<file path="src/rtl/core/asrp_pkg.sv">
// package for the audio sampler record/play unit
// holds mode and command codes, register indexes, reset values and stage structs
// no dependencies
`timescale 1ns / 1ps

package asrp_pkg;

  // run mode of the sampler
  typedef enum logic [1:0] {
    MODE_IDLE = 2'd0,
    MODE_REC  = 2'd1,
    MODE_PLAY = 2'd2
  } mode_t;

  // command carried in tuser
  typedef enum logic [1:0] {
    CMD_TICK = 2'd0,
    CMD_REC  = 2'd1,
    CMD_PLAY = 2'd2,
    CMD_STOP = 2'd3
  } cmd_t;

  // register indexes (byte address 4*index)
  localparam logic [1:0] REG_MAX_LEN   = 2'd0;
  localparam logic [1:0] REG_LOOP      = 2'd1;
  localparam logic [1:0] REG_REVERSE   = 2'd2;
  localparam logic [1:0] REG_PHASE_INC = 2'd3;

  // register reset values
  localparam logic [15:0] MAX_LEN_RESET   = 16'd65534;
  localparam logic [30:0] PHASE_INC_RESET = 31'd8388608;

  // output queue size, also the credit limit at the input
  localparam int OQ_DEPTH = 4;
  localparam int OQ_AW    = 2;

  // one item leaving the control stage
  typedef struct packed {
    logic        has_res;
    logic        play;
    logic [16:0] loc;
    logic [15:0] scale;
  } tick_t;

  // play range seen by the address stage
  typedef struct packed {
    logic        rev;
    logic [15:0] rec_len;
    logic [15:0] play_end;
  } span_t;

  // first sample and weight handed to the blend stage
  typedef struct packed {
    logic        has_res;
    logic        play;
    logic [15:0] v1;
    logic [15:0] scale;
  } pair_t;

endpackage

</file>
<file path="src/rtl/core/asrp_fetch.sv">
// address stage: forms the two read locations and issues them on one read port
// depends on asrp_pkg; drives the read side of asrp_ram
`timescale 1ns / 1ps

module asrp_fetch #(
  parameter int AW = 16
) (
  input  logic             clk,
  input  logic             rst,
  input  logic             tick_valid,
  input  asrp_pkg::tick_t  tick,
  input  asrp_pkg::span_t  span,
  output logic             s1_free,
  output logic [AW-1:0]    rd_addr,
  input  logic [15:0]      rd_data,
  output logic             pair_valid,
  output asrp_pkg::pair_t  pair
);

  import asrp_pkg::*;

  logic               s1_valid;
  logic               s1_ph;
  tick_t              s1_tick;
  logic [15:0]        nxt_addr;

  logic signed [17:0] loc_s;
  logic signed [17:0] nxt_raw;
  logic signed [17:0] nxt_lo;
  logic signed [17:0] nxt_c;
  logic signed [17:0] pe_s;

  assign s1_free = !s1_valid || s1_ph;

  // read slot: first read, then neighbor read
  always_ff @(posedge clk) begin
    if (rst) begin
      s1_valid <= 1'b0;
      s1_ph    <= 1'b0;
    end else if (tick_valid) begin
      s1_valid <= 1'b1;
      s1_ph    <= 1'b0;
    end else if (s1_valid && !s1_ph) begin
      s1_ph <= 1'b1;
    end else begin
      s1_valid <= 1'b0;
      s1_ph    <= 1'b0;
    end
  end

  always_ff @(posedge clk) begin
    if (tick_valid) begin
      s1_tick <= tick;
    end
  end

  // location and clamped neighbor, forward or reverse
  assign pe_s  = $signed({2'b00, span.play_end});
  assign loc_s = span.rev ? $signed({2'b00, span.rec_len}) - $signed({1'b0, s1_tick.loc})
                          : $signed({1'b0, s1_tick.loc});
  assign nxt_raw = span.rev
      ? $signed({2'b00, span.rec_len}) - $signed({1'b0, s1_tick.loc}) - 18'sd1
      : $signed({1'b0, s1_tick.loc}) + 18'sd1;
  assign nxt_lo = (nxt_raw < 18'sd1) ? 18'sd1 : nxt_raw;
  assign nxt_c  = (nxt_lo > pe_s) ? pe_s : nxt_lo;

  always_ff @(posedge clk) begin
    if (s1_valid && !s1_ph) begin
      nxt_addr <= nxt_c[15:0];
    end
  end

  // read port: location first, neighbor second
  assign rd_addr = s1_ph ? AW'(nxt_addr) : AW'(loc_s[15:0]);

  // first sample is back during the neighbor-read phase of the slot
  always_ff @(posedge clk) begin
    if (rst) begin
      pair_valid <= 1'b0;
    end else begin
      pair_valid <= s1_valid && s1_ph;
    end
  end

  always_ff @(posedge clk) begin
    if (s1_valid && s1_ph) begin
      pair.has_res <= s1_tick.has_res;
      pair.play    <= s1_tick.play;
      pair.v1      <= rd_data;
      pair.scale   <= s1_tick.scale;
    end
  end

endmodule

</file>
<file path="config.mk">
export PLATFORM = sky130hd
export DESIGN_NAME = asrp_fetch
export DESIGN_NICKNAME = d
export VERILOG_FILES = /design/src/rtl/core/asrp_pkg.sv /design/src/rtl/core/asrp_fetch.sv
export SDC_FILE = /design/constraint.sdc
export NUM_CORES = 1
export LEC_CHECK = 0
export BUFFER_PORTS_ARGS = -buffer_cell sky130_fd_sc_hd__buf_4
export CORE_AREA = 2 2 104 106
export CTS_BUF_LIST = sky130_fd_sc_hd__clkbuf_8
export DETAILED_ROUTE_END_ITERATION = 10
export DIE_AREA = 0 0 106 108
export PLACE_DENSITY = 0.82
export SYNTH_ARGS = -nofsm -noshare
export SYNTH_HDL_FRONTEND = slang
export SYNTH_SLANG_ARGS = --single-unit
export TNS_END_PERCENT = 20
</file>
<file path="constraint.sdc">
create_clock -name clk -period 11 [get_ports clk]
set_input_delay 2.2 -clock clk [delete_from_list [all_inputs] [get_ports clk]]
set_output_delay 2.2 -clock clk [all_outputs]
set_load 0.01 [all_outputs]
</file>
# --- Word-level counts from Yosys, hierarchy flattened ---
# Index checks and enable logic that the tools add are counted.
totals:
  reg_bits: 88
  in_bits: 87
  output_inout_bits: 52
  elab_cells: 32
classes:
  addsub: 3
  n_lt_le_gt_ge: 2
  eq_ne: 1
  mux: 8
  n_reduce_logical: 6
op_table:
  columns: ["op", "count"]
  rows:
  - ["two-way mux 16 bit", 3]
  - ["two-way mux 18 bit", 2]
  - ["adder 17 x 1 -> 18 bit (second input constant)", 1]
  - ["greater-than comparator 18 x 17 -> 1 bit", 1]
  - ["less-than comparator 18 x 2 -> 1 bit (second input constant)", 1]
  - ["subtractor 16 x 17 -> 18 bit", 1]
  - ["subtractor 18 x 2 -> 18 bit (second input constant)", 1]
  - ["two-way mux 1 bit", 3]
  - ["logical AND 1 bit", 2]
  - ["logical NOT 1 bit", 2]
  - ["inequality test 2 bit (second input constant)", 1]
  - ["OR reduction 2 bit", 1]
  - ["logical OR 1 bit", 1]

# --- Depth between registers and ports, before layout ---
# Gate-level depths: netlist of the first run.
depth:
  ltp_word: 7
  mapped_depth: 29
  mapped_depth_nobuf: 27

# --- Worst setup path before layout of the first run ---
# Ideal clock, no wire load.
synth_timing:
  path_type: "input port to flip-flop"
  from: "in span[16] in the netlist's numbering"
  to: "reg nxt_addr[15] (data pin)"
  setup_ps: 256
  arrival_ps: 8322
  required_time_ps: 10744
  path_slack_ps: 2421
  stages: 28
  n_path_buf: 2
  cell_sequence: "inv_1 > ha_1 > inv_1 > fa_1 > a21o_1 > a221oi_4 > a22oi_1 > o211a_1 > or3_1 > or4_1 > buf_2 > mux2i_1 > a21oi_1 > or4_1 > nor4_2 > ha_1 > clkbuf_1 > nor2b_1 > ha_1 > nand3_1 > or3_1 > a31oi_1 > o31a_1 > o22ai_1 > o2111a_1 > a2111o_1 > nor2b_1 > a22o_1"
synth_via:
  elab_chain_len: 7
synth_rtl:
  columns: ["element", "line", "text"]
  rows:
  - ["from (decl)", "asrp_fetch.sv:12", "input asrp_pkg::span_t span,"]
  - ["subtractor 16 x 17 -> 18 bit *", "asrp_fetch.sv:62", "? $signed({2'b00, span.rec_len}) - $signed({1'b0, s1_tick.loc}) - 18'sd1"]
  - ["subtractor 18 x 2 -> 18 bit *", "asrp_fetch.sv:62", null]
  - ["two-way mux 18 bit *", "asrp_fetch.sv:62", null]
  - ["less-than comparator 18 x 2 -> 1 bit", "asrp_fetch.sv:64", "assign nxt_lo = (nxt_raw < 18'sd1) ? 18'sd1 : nxt_raw;"]
  - ["two-way mux 18 bit *", "asrp_fetch.sv:64", null]
  - ["greater-than comparator 18 x 17 -> 1 bit", "asrp_fetch.sv:65", "assign nxt_c = (nxt_lo > pe_s) ? pe_s : nxt_lo;"]
  - ["two-way mux 16 bit *", "asrp_fetch.sv:65", null]
  - ["net nxt_c[15]", "asrp_fetch.sv:30", "logic signed [17:0] nxt_c;"]
  - ["to (signal assigned)", "asrp_fetch.sv:69", "nxt_addr <= nxt_c[15:0];"]
  - ["to (decl)", "asrp_fetch.sv:25", "logic [15:0] nxt_addr;"]
# Mark *: on every way through the listed nets, which the timed path passes. The rest lies on a longest branch.
# A chain may end at the register's enable or synchronous reset.

# --- Worst setup path in the final report of the first run ---
layout_timing:
  from: "in span[16] in the netlist's numbering"
  to: "reg nxt_addr[0] (data pin)"
# The elaborated chain is that of the path after synthesis.

==> reports/qor.yml, run 1 <==
timing:
  tightest_slew_ns: 0.9831
  skew_ns: 0.009207
  fin_tns_setup_ns: 0
  relSlewSlack: 0.3437
  period_share: 0.8717
  setup_violations: 0
  worst_slack_ns: 1.411
  rsz0062_at_grt: "no"
  slew_viol_final: 0
  finalCriticalPeriod_ns: 9.589
  fmax_ghz: 0.1043
  hold_violations: 0
  whs_ns: 0.4234
yosys:
  synth_edf_count: 85
  synthArstFlopShare: 0
  synth_top_family_by_area: "compound AO/OA/AOI/OAI gates"
  synthMuxAreaShare: 0.02685
  synth.distinct_cells: 63
  seq_area_frac_synth: 0.4596
  synthAdderAreaFrac: 0.08056
  synth_ff_type: "edfxtp_1"
  avgSynthCellArea_um2: 10.45
  yosysWarnings: 0
  synth-compound-area-share: 0.1770
  synth-seq-cells: 88
  synth_xor_area_frac: 0.05701
  synth-simple-area-share: 0.1523
  syn_nets: 667
  syn-cell-area_um2: 5684
  netlist_instances: 544
die:
  core-area_um2: 10230
  dieWidth_um: 106
  dieArea_um2: 11450
  die_h_um: 108
  ios: 139
  initial_core_util: 0.5556
  std_cell_rows: 37
cts:
  clock-root-buffer: "clkbuf_8"
  htreeDepth: 3
  cts.hold.buffers_added: 0
  cts_tree: "done"
  clock-sinks: 88
  clock_latency_ns: 0.37
  cts_resized: 0
  numCtsBuffers: 9
  clk_path_buf_depth: 2
  postCtsSetupBuffers: 0
  clk_pin_slew_ns: 0.08
placement:
  dpl_cell_area_um2: 6787
  pre_cts_slack_ns: 1.171
  dpl.hpwl_mm: 11.46
  dp_cells: 795
  place_congestion: 0.8917
  port_buffers: 138
critical_path:
  critPathRequiredTime_ns: 11.08
  crit_path_end_kind: "flip-flop"
  r2r_slack_ns: 2.90
  cp_max_fo: 18
  critPathMaxStageDelay_ns: 0.57
  crit_type: "in2reg"
  crit_slowest_cell: "or4_1"
  r2r-start: "s1_tick[16]$_DFFE_PP_"
  critPathLaunch: "span[16]"
  start_kind: "input port"
  arrival_ns: 9.67
routing:
  vias: 4767
  wire_per_inst_um: 18.25
  drc_errors: 0
  ant_nets: 0
  drtIter0Drc: 290
  viasPerCell: 5.878
  firstDrtPassIters: 5
  drt_wl_total_mm: 14.80
power:
  internal_power_mw: 0.6366
  power_leakage_nw: 2.927
  p_sw_mw: 0.3000
  p_comb_frac: 0.325
  max-vdd-ir-drop_uv: 115.3
  p_clk_frac: 0.242
  netSwitchingFraction: 0.3203
  seqPwrFrac: 0.433
  power_per_cell_area_nw_per_um2: 134.1
  total_power_mw: 0.9367
layout:
  fin_area_um2: 6985
  multi_input_area_um2: 2806
  drive_gt1_frac: 0.2444
  nFillCells: 772
  register_area_um2: 2613
  final_cells: 811
  area_growth_pct: 22.89
  layout.nets: 793
  diodes: 0
  final_common_cell: "buf_4"
  mostFrequentLayoutCells: "buf_4 (139), edfxtp_1 (85), inv_1 (43)"
  utilization: 0.6828
global_route:
  grt-ovfl-total: 0
  grt_pass1_vias: 4657
  grt_pass1_wl_mm: 23.04
  grt_max_degree: 48
  antenna_found_initial: 0
  grt_util_all_layers: 0.2586
min_path:
  hp-start: "s1_tick[0]$_DFFE_PP_"
  hp-class: "reg2reg"
outcome:
  status: "finished, final reports clean"
run:
  drv_cap: 0
==> cell families (layout without fill, tap and decap cells) <==
| group | count (synthesis) | count (layout) |
|---|---|---|
| and+or+nand+nor | 166 | 166 |
| AOI/OAI and AO/OA | 137 | 137 |
| DFF | 88 | 88 |
| buffers and inverters | 65 | 196 |
| xor gates and xnor gates | 37 | 37 |
| adders and majority gates | 36 | 36 |
| muxes | 15 | 15 |
==> Yosys cell counts (all sizes together), types with 13 or more instances <==
| library cell | number | area, um^2 |
|---|---|---|
| nand2 | 40 | 150.1 |
| mux2i | 13 | 130.1 |
| ha | 35 | 437.9 |
| nor2 | 29 | 108.9 |
| nand3 | 17 | 85.08 |
| o21ai | 32 | 160.1 |
| clkbuf | 14 | 52.55 |
| inv | 41 | 153.9 |
| a21oi | 24 | 131.4 |
| a22o | 15 | 131.4 |
| a21o | 13 | 97.59 |
| nor2b | 15 | 93.84 |
| xnor2 | 30 | 262.8 |
| edfxtp | 85 | 2552 |
==> final timing paths <==
path                                end  cells past startpoint
setup / recovery  nxt_addr[0]$_DFFE_PP_                     28
hold reg to reg       pair[0]$_DFFE_PP_                      0
hold / removal        pair[0]$_DFFE_PP_                      0
setup reg to reg  nxt_addr[0]$_DFFE_PP_                     26
==> state kept, by name, indices dropped and copies added (netlist names) <==
| name | cells |
|---|---|
| s1_ph | 1 |
| s1_tick | 35 |
| nxt_addr | 16 |
| s1_valid | 1 |
| pair_valid | 1 |
| pair | 34 |
==> power groups by stage <==
stage / clock network [mW] / logic (mW) / registers [mW]
6_report: 0.227 / 0.305 / 0.405
3_3_place_gp: 0 / 0.290 / 0.411
5_1_grt: 0.239 / 0.333 / 0.407
4_1_cts: 0.230 / 0.301 / 0.405
2_1_floorplan: 0 / 0.204 / 0.408
3_5_place_dp: 0 / 0.298 / 0.412
==> per-layer routing <==
metal | up-vias | routed length, um | track usage
met1 | 2244 | 6112 | 0.3233
li1 | 2272 | - | -
met4 | 0 | 422 | 0.1090
met5 | - | 0 | 0
met2 | 215 | 7277 | 0.4424
met3 | 36 | 991 | 0.05003
==> critical path, delay by kind of cell <==
kind	cells	cell delay (ns)
AO/OA/AOI/OAI	12	2.71
adder cells (fa/ha/maj)	4	1.35
buffers and inverters	3	0.20
XOR/XNOR	1	0.17
AND/OR/NAND/NOR	7	2.81
multiplexers	1	0.20
==> layout make-up <==
class,instances,area share
Clock inverter,6,0.008777
Multi-Input combinational cell,391,0.4018
Sequential cell,88,0.3740
Tap cell,136,0.02436
Inverter,41,0.02203
Timing Repair Buffer,139,0.1494
Clock buffer,10,0.01970
No activity file was read; power rests on OpenSTA's default activity.
==> run 2, diff against run 1 <==
--- a/config.mk
+++ b/config.mk
@@ -10,7 +10,7 @@
 export CTS_BUF_LIST = sky130_fd_sc_hd__clkbuf_8
 export DETAILED_ROUTE_END_ITERATION = 10
 export DIE_AREA = 0 0 106 108
-export PLACE_DENSITY = 0.82
+export PLACE_DENSITY = 0.8
 export SYNTH_ARGS = -nofsm -noshare
 export SYNTH_HDL_FRONTEND = slang
 export SYNTH_SLANG_ARGS = --single-unit
==> run 2 against run 1 <==
Effect of this change: worst setup slack got worse by 0.032 ns; clock power down 8%; maximum frequency shrank 0.33%; non-clock buffer count did not move; clock skew up 0.010 ns; global-route usage fell by 0.75 points; sequential share of layout area up 0.11 points; count of clock-buffer cells in the layout down 1; cell area shrank 0.29%; largest power group unchanged; highest routed layer unchanged.
==> reports/qor.yml, run 2 (synthesis gave the netlist of run 1 again) <==
outcome:
  status: "finished, final reports clean"
timing:
  relSlewSlack: 0.3404
  period_share: 0.8746
  slew_viol_final: 0
  setup_violations: 0
  tightest_slew_ns: 0.9880
  fin_tns_setup_ns: 0
  finalCriticalPeriod_ns: 9.621
  rsz0062_at_grt: "no"
  skew_ns: 0.01922
  hold_violations: 0
  fmax_ghz: 0.1039
cts:
  clock-sinks: 88
  postCtsSetupBuffers: 0
  numCtsBuffers: 9
  clk_path_buf_depth: 2
  htreeDepth: 3
  clock-root-buffer: "clkbuf_8"
  clk_pin_slew_ns: 0.09
  cts_resized: 0
  cts_tree: "done"
  cts.hold.buffers_added: 0
  clock_latency_ns: 0.37
run:
  drv_cap: 0
layout:
  utilization: 0.6808
  final_common_cell: "buf_4"
  area_growth_pct: 22.54
  nFillCells: 798
  largest_reg_flops: 35
  diodes: 0
  layout.nets: 793
  regMostFlops: "s1_tick"
  drive_gt1_frac: 0.2459
  mostFrequentLayoutCells: "buf_4 (139), edfxtp_1 (85), inv_1 (42)"
  top_regs: "s1_tick x35, pair x34, nxt_addr x16"
global_route:
  grt_util_all_layers: 0.2511
  grt_pass1_wl_mm: 22.39
  grt_max_degree: 48
  grt_pass1_vias: 4516
  grt-ovfl-total: 0
  antenna_found_initial: 0
die:
  dieWidth_um: 106
  ios: 139
  die_h_um: 108
  std_cell_rows: 37
  core-area_um2: 10230
  initial_core_util: 0.5556
  dieArea_um2: 11450
power:
  total_power_mw: 0.9171
  power_per_cell_area_nw_per_um2: 131.7
  power_leakage_nw: 2.918
  max-vdd-ir-drop_uv: 105.1
placement:
  dpl.hpwl_mm: 11.07
  place_congestion: 0.8790
  port_buffers: 138
critical_path:
  cp_max_fo: 18
  start_kind: "input port"
  path_buf_inv: 3
  crit_family: "simple AND/OR/NAND/NOR gates"
  crit_slowest_cell: "or4_1"
  arrival_ns: 9.71
  critPathRequiredTime_ns: 11.09
  crit_path_end_kind: "flip-flop"
  critPathMaxStageDelay_ns: 0.60
  crit_type: "in2reg"
routing:
  wire_per_inst_um: 17.80
  ant_nets: 0
  drtIter0Drc: 282
  viasPerCell: 5.857
  vias: 4750
  drt_wl_total_mm: 14.44
  drc_errors: 0
  firstDrtPassIters: 7
min_path:
  hp-class: "reg2reg"
-- run 2: cell types whose count changed in the layout (fill, tap and decap cells not counted), sizes merged --
cell      previous run  this run
bufinv               1         0
clkbuf              10         9
clkinv               1         2
clkinvlp             2         1
inv                 43        45
-- run 2: final timing paths --
kind,from,end,slack [ns],cells after the start
setup / recovery,span[16],nxt_addr[0]$_DFFE_PP_,1.38,28
hold / removal,s1_tick[12]$_DFFE_PP_,pair[12]$_DFFE_PP_,0.43,0
setup reg to reg,s1_tick[16]$_DFFE_PP_,nxt_addr[0]$_DFFE_PP_,2.87,26
hold reg to reg,s1_tick[12]$_DFFE_PP_,pair[12]$_DFFE_PP_,0.43,0
-- run 2: power breakdown --
group	switching [mW]	internal (mW)
Combinational	0.172	0.133
Clock	0.123	0.0845
Sequential	0.0115	0.394
-- run 2: area by class of cell --
cell class | instances | area [um^2] | share of cell area
Clock buffer | 9 | 123.9 | 0.01778
Multi-Input combinational cell | 391 | 2806 | 0.4029
Inverter | 41 | 153.9 | 0.02209
Timing Repair Buffer | 139 | 1044 | 0.1498
Tap cell | 136 | 170.2 | 0.02443
Sequential cell | 88 | 2613 | 0.3751
Clock inverter | 7 | 55.05 | 0.007904
-- run 2: per-layer routing --
metal | part of all wire | vias to the layer above | track usage | wire length, um
met5 | 0 | - | 0 | 0
met3 | 0.058 | 30 | 0.04581 | 834
met2 | 0.49 | 178 | 0.4143 | 7031
met4 | 0.022 | 0 | 0.08647 | 316
met1 | 0.43 | 2258 | 0.3366 | 6257
li1 | - | 2284 | - | -
-- run 2: metrics by stage --
step           instances  area, um^2  hold WS [ns]  setup WS (ns)
2_1_floorplan        544        5684        0.4003          2.421
3_3_place_gp         795        6787        0.4018          1.447
3_5_place_dp         795        6787        0.4045          1.084
4_1_cts              811        6965        0.4257          1.468
5_1_grt              811        6965        0.4292         0.8302
6_report             811        6965        0.4251          1.379
==> run 3, diff against run 2 <==
--- a/config.mk
+++ b/config.mk
@@ -6,11 +6,11 @@
 export NUM_CORES = 1
 export LEC_CHECK = 0
 export BUFFER_PORTS_ARGS = -buffer_cell sky130_fd_sc_hd__buf_4
-export CORE_AREA = 2 2 104 106
+export CORE_AREA = 2 2 102 104
 export CTS_BUF_LIST = sky130_fd_sc_hd__clkbuf_8
 export DETAILED_ROUTE_END_ITERATION = 10
-export DIE_AREA = 0 0 106 108
-export PLACE_DENSITY = 0.8
+export DIE_AREA = 0 0 104 106
+export PLACE_DENSITY = 0.83
 export SYNTH_ARGS = -nofsm -noshare
 export SYNTH_HDL_FRONTEND = slang
 export SYNTH_SLANG_ARGS = --single-unit
==> constraint.sdc (replaced) <==
create_clock -name clk -period 11.8 [get_ports clk]
set_input_delay 2.36 -clock clk [delete_from_list [all_inputs] [get_ports clk]]
set_output_delay 2.36 -clock clk [all_outputs]
set_load 0.01 [all_outputs]
==> run 3 against run 2 <==
Effect of this change: sequential power is 6.9% lower; core utilization is 1.4 points higher; critical path depth stayed put; non-clock buffer count stayed put; cell count stayed put; largest power group unchanged; sequential share of layout area is 0.095 points higher; worst setup slack better by 0.71 ns; hold slack worse by 0.0095 ns; clock skew is 0.010 ns lower.
==> reports/qor.yml, run 3 (synthesis gave the netlist of run 1 again) <==
timing:
  rsz0062_at_grt: "no"
  fin_tns_setup_ns: 0
  tightest_slew_ns: 0.9721
  setup_violations: 0
  skew_ns: 0.008807
  hold_violations: 0
  relSlewSlack: 0.3511
  finalCriticalPeriod_ns: 9.712
  fmax_ghz: 0.1030
  slew_viol_final: 0
  period_share: 0.8231
layout:
  layout.nets: 793
  largest_reg_flops: 35
  mostFrequentLayoutCells: "buf_4 (139), edfxtp_1 (85), inv_1 (42)"
  drive_gt1_frac: 0.2415
  final_common_cell: "buf_4"
  diodes: 0
  nFillCells: 780
  top_regs: "s1_tick x35, pair x34, nxt_addr x16"
  area_growth_pct: 22.23
  regMostFlops: "s1_tick"
power:
  max-vdd-ir-drop_uv: 84.50
  power_per_cell_area_nw_per_um2: 121.5
  p_sw_mw: 0.2791
  netSwitchingFraction: 0.3306
  total_power_mw: 0.8444
  seqPwrFrac: 0.447
  p_comb_frac: 0.336
  power_leakage_nw: 2.913
  p_clk_frac: 0.218
  internal_power_mw: 0.5653
critical_path:
  cp_max_fo: 18
  critPathRequiredTime_ns: 11.90
  critPathLaunch: "span[16]"
  r2r-start: "s1_tick[16]$_DFFE_PP_"
  arrival_ns: 9.81
  crit_path_end_kind: "flip-flop"
  start_kind: "input port"
  crit_type: "in2reg"
cts:
  htreeDepth: 3
  clock-root-buffer: "clkbuf_8"
  cts_tree: "done"
  clock-sinks: 88
  numCtsBuffers: 9
  cts_resized: 0
  clock_latency_ns: 0.37
  cts.hold.buffers_added: 0
  postCtsSetupBuffers: 0
  clk_pin_slew_ns: 0.09
  clk_path_buf_depth: 2
die:
  dieWidth_um: 104
  ios: 139
  std_cell_rows: 37
  initial_core_util: 0.5684
  core-area_um2: 10000
  die_h_um: 106
  dieArea_um2: 11020
routing:
  firstDrtPassIters: 5
  drt_wl_total_mm: 14.66
  ant_nets: 0
  viasPerCell: 5.768
  vias: 4678
  wire_per_inst_um: 18.07
  drtIter0Drc: 305
  drc_errors: 0
global_route:
  antenna_found_initial: 0
  grt-ovfl-total: 0
  grt_pass1_vias: 4556
  grt_max_degree: 48
  grt_util_all_layers: 0.2644
  grt_pass1_wl_mm: 22.69
min_path:
  hp-start: "s1_tick[5]$_DFFE_PP_"
  hp-class: "reg2reg"
outcome:
  status: "finished, final reports clean"
placement:
  port_buffers: 138
  place_congestion: 0.9102
  dpl.hpwl_mm: 11.26
run:
  drv_cap: 0
[run 3: changes by cell type in the layout (fill, tap and decap cells not counted)]
cell / change
clkinv_1: +3
clkinv_2: +1
clkinv_4: -1
clkinvlp_4: -1
inv_6: -2
[run 3: final cells by class]
class	instances	area (um^2)	share of cell area
Multi-Input combinational cell	391	2806	0.4039
Sequential cell	88	2613	0.3760
Timing Repair Buffer	139	1044	0.1502
Tap cell	136	170.2	0.02449
Inverter	41	153.9	0.02215
Clock buffer	9	123.9	0.01783
Clock inverter	7	37.54	0.005402
[run 3: per-stage QoR]
stage / instances / hold slack, ns / instance area (um^2) / setup WS (ns) / util
finish: 811 / 0.4157 / 6948 / 2.088 / 0.6948
detailed placement: 795 / 0.4045 / 6787 / 1.766 / 0.6787
floorplan: 544 / 0.4003 / 5684 / 3.061 / -
CTS: 811 / 0.4210 / 6948 / 2.153 / 0.6948
global placement: 795 / 0.4008 / 6787 / 2.088 / 0.6787
global route: 811 / 0.4367 / 6948 / 1.534 / 0.6948
[run 3: per-layer routing]
layer / vias up / track usage / part of all wire / wire (um)
met1: 2196 / 0.3382 / 0.43 / 6333
li1: 2276 / - / - / -
met3: 32 / 0.06315 / 0.054 / 796
met5: - / 0 / 0 / 0
met4: 0 / 0.1110 / 0.026 / 376
met2: 174 / 0.4333 / 0.49 / 7148
[run 3: critical path, stage by stage]
cell and delay, ns:
buf_4 0.11, inv_1 0.04, ha_1 0.16, inv_1 0.06
fa_1 0.43, a21o_1 0.24, a221oi_4 0.41, xor2_1 0.27
nand4_1 0.14, or3b_1 0.42, or4_1 0.53, mux2i_1 0.20
a21oi_1 0.07, or4_1 0.56, nor4_2 0.27, ha_1 0.51
nor2b_1 0.28, ha_1 0.28, a21o_1 0.19, a21o_1 0.17
a21oi_1 0.16, o32ai_1 0.11, o31a_1 0.28, o22ai_1 0.28
nor4b_1 0.30, a2111o_1 0.41, nor2b_1 0.45, a22oi_1 0.12
[run 3: path summary, 6_finish.rpt]
path                                         endpoint  slack [ns]  depth (start not counted)
worst min register to register      pair[5]$_DFFE_PP_        0.42                          0
worst max register to register  nxt_addr[0]$_DFFE_PP_        3.74                         26
worst min-delay path                pair[5]$_DFFE_PP_        0.42                          0
worst max-delay path            nxt_addr[0]$_DFFE_PP_        2.09                         28
[run 3: power by group through the flow]
stage,combinational [mW],clock [mW],sequential [mW]
3_5_place_dp,0.279,0,0.384
2_1_floorplan,0.190,0,0.381
6_report,0.283,0.184,0.377
3_3_place_gp,0.272,0,0.383
5_1_grt,0.309,0.200,0.379
4_1_cts,0.280,0.188,0.377
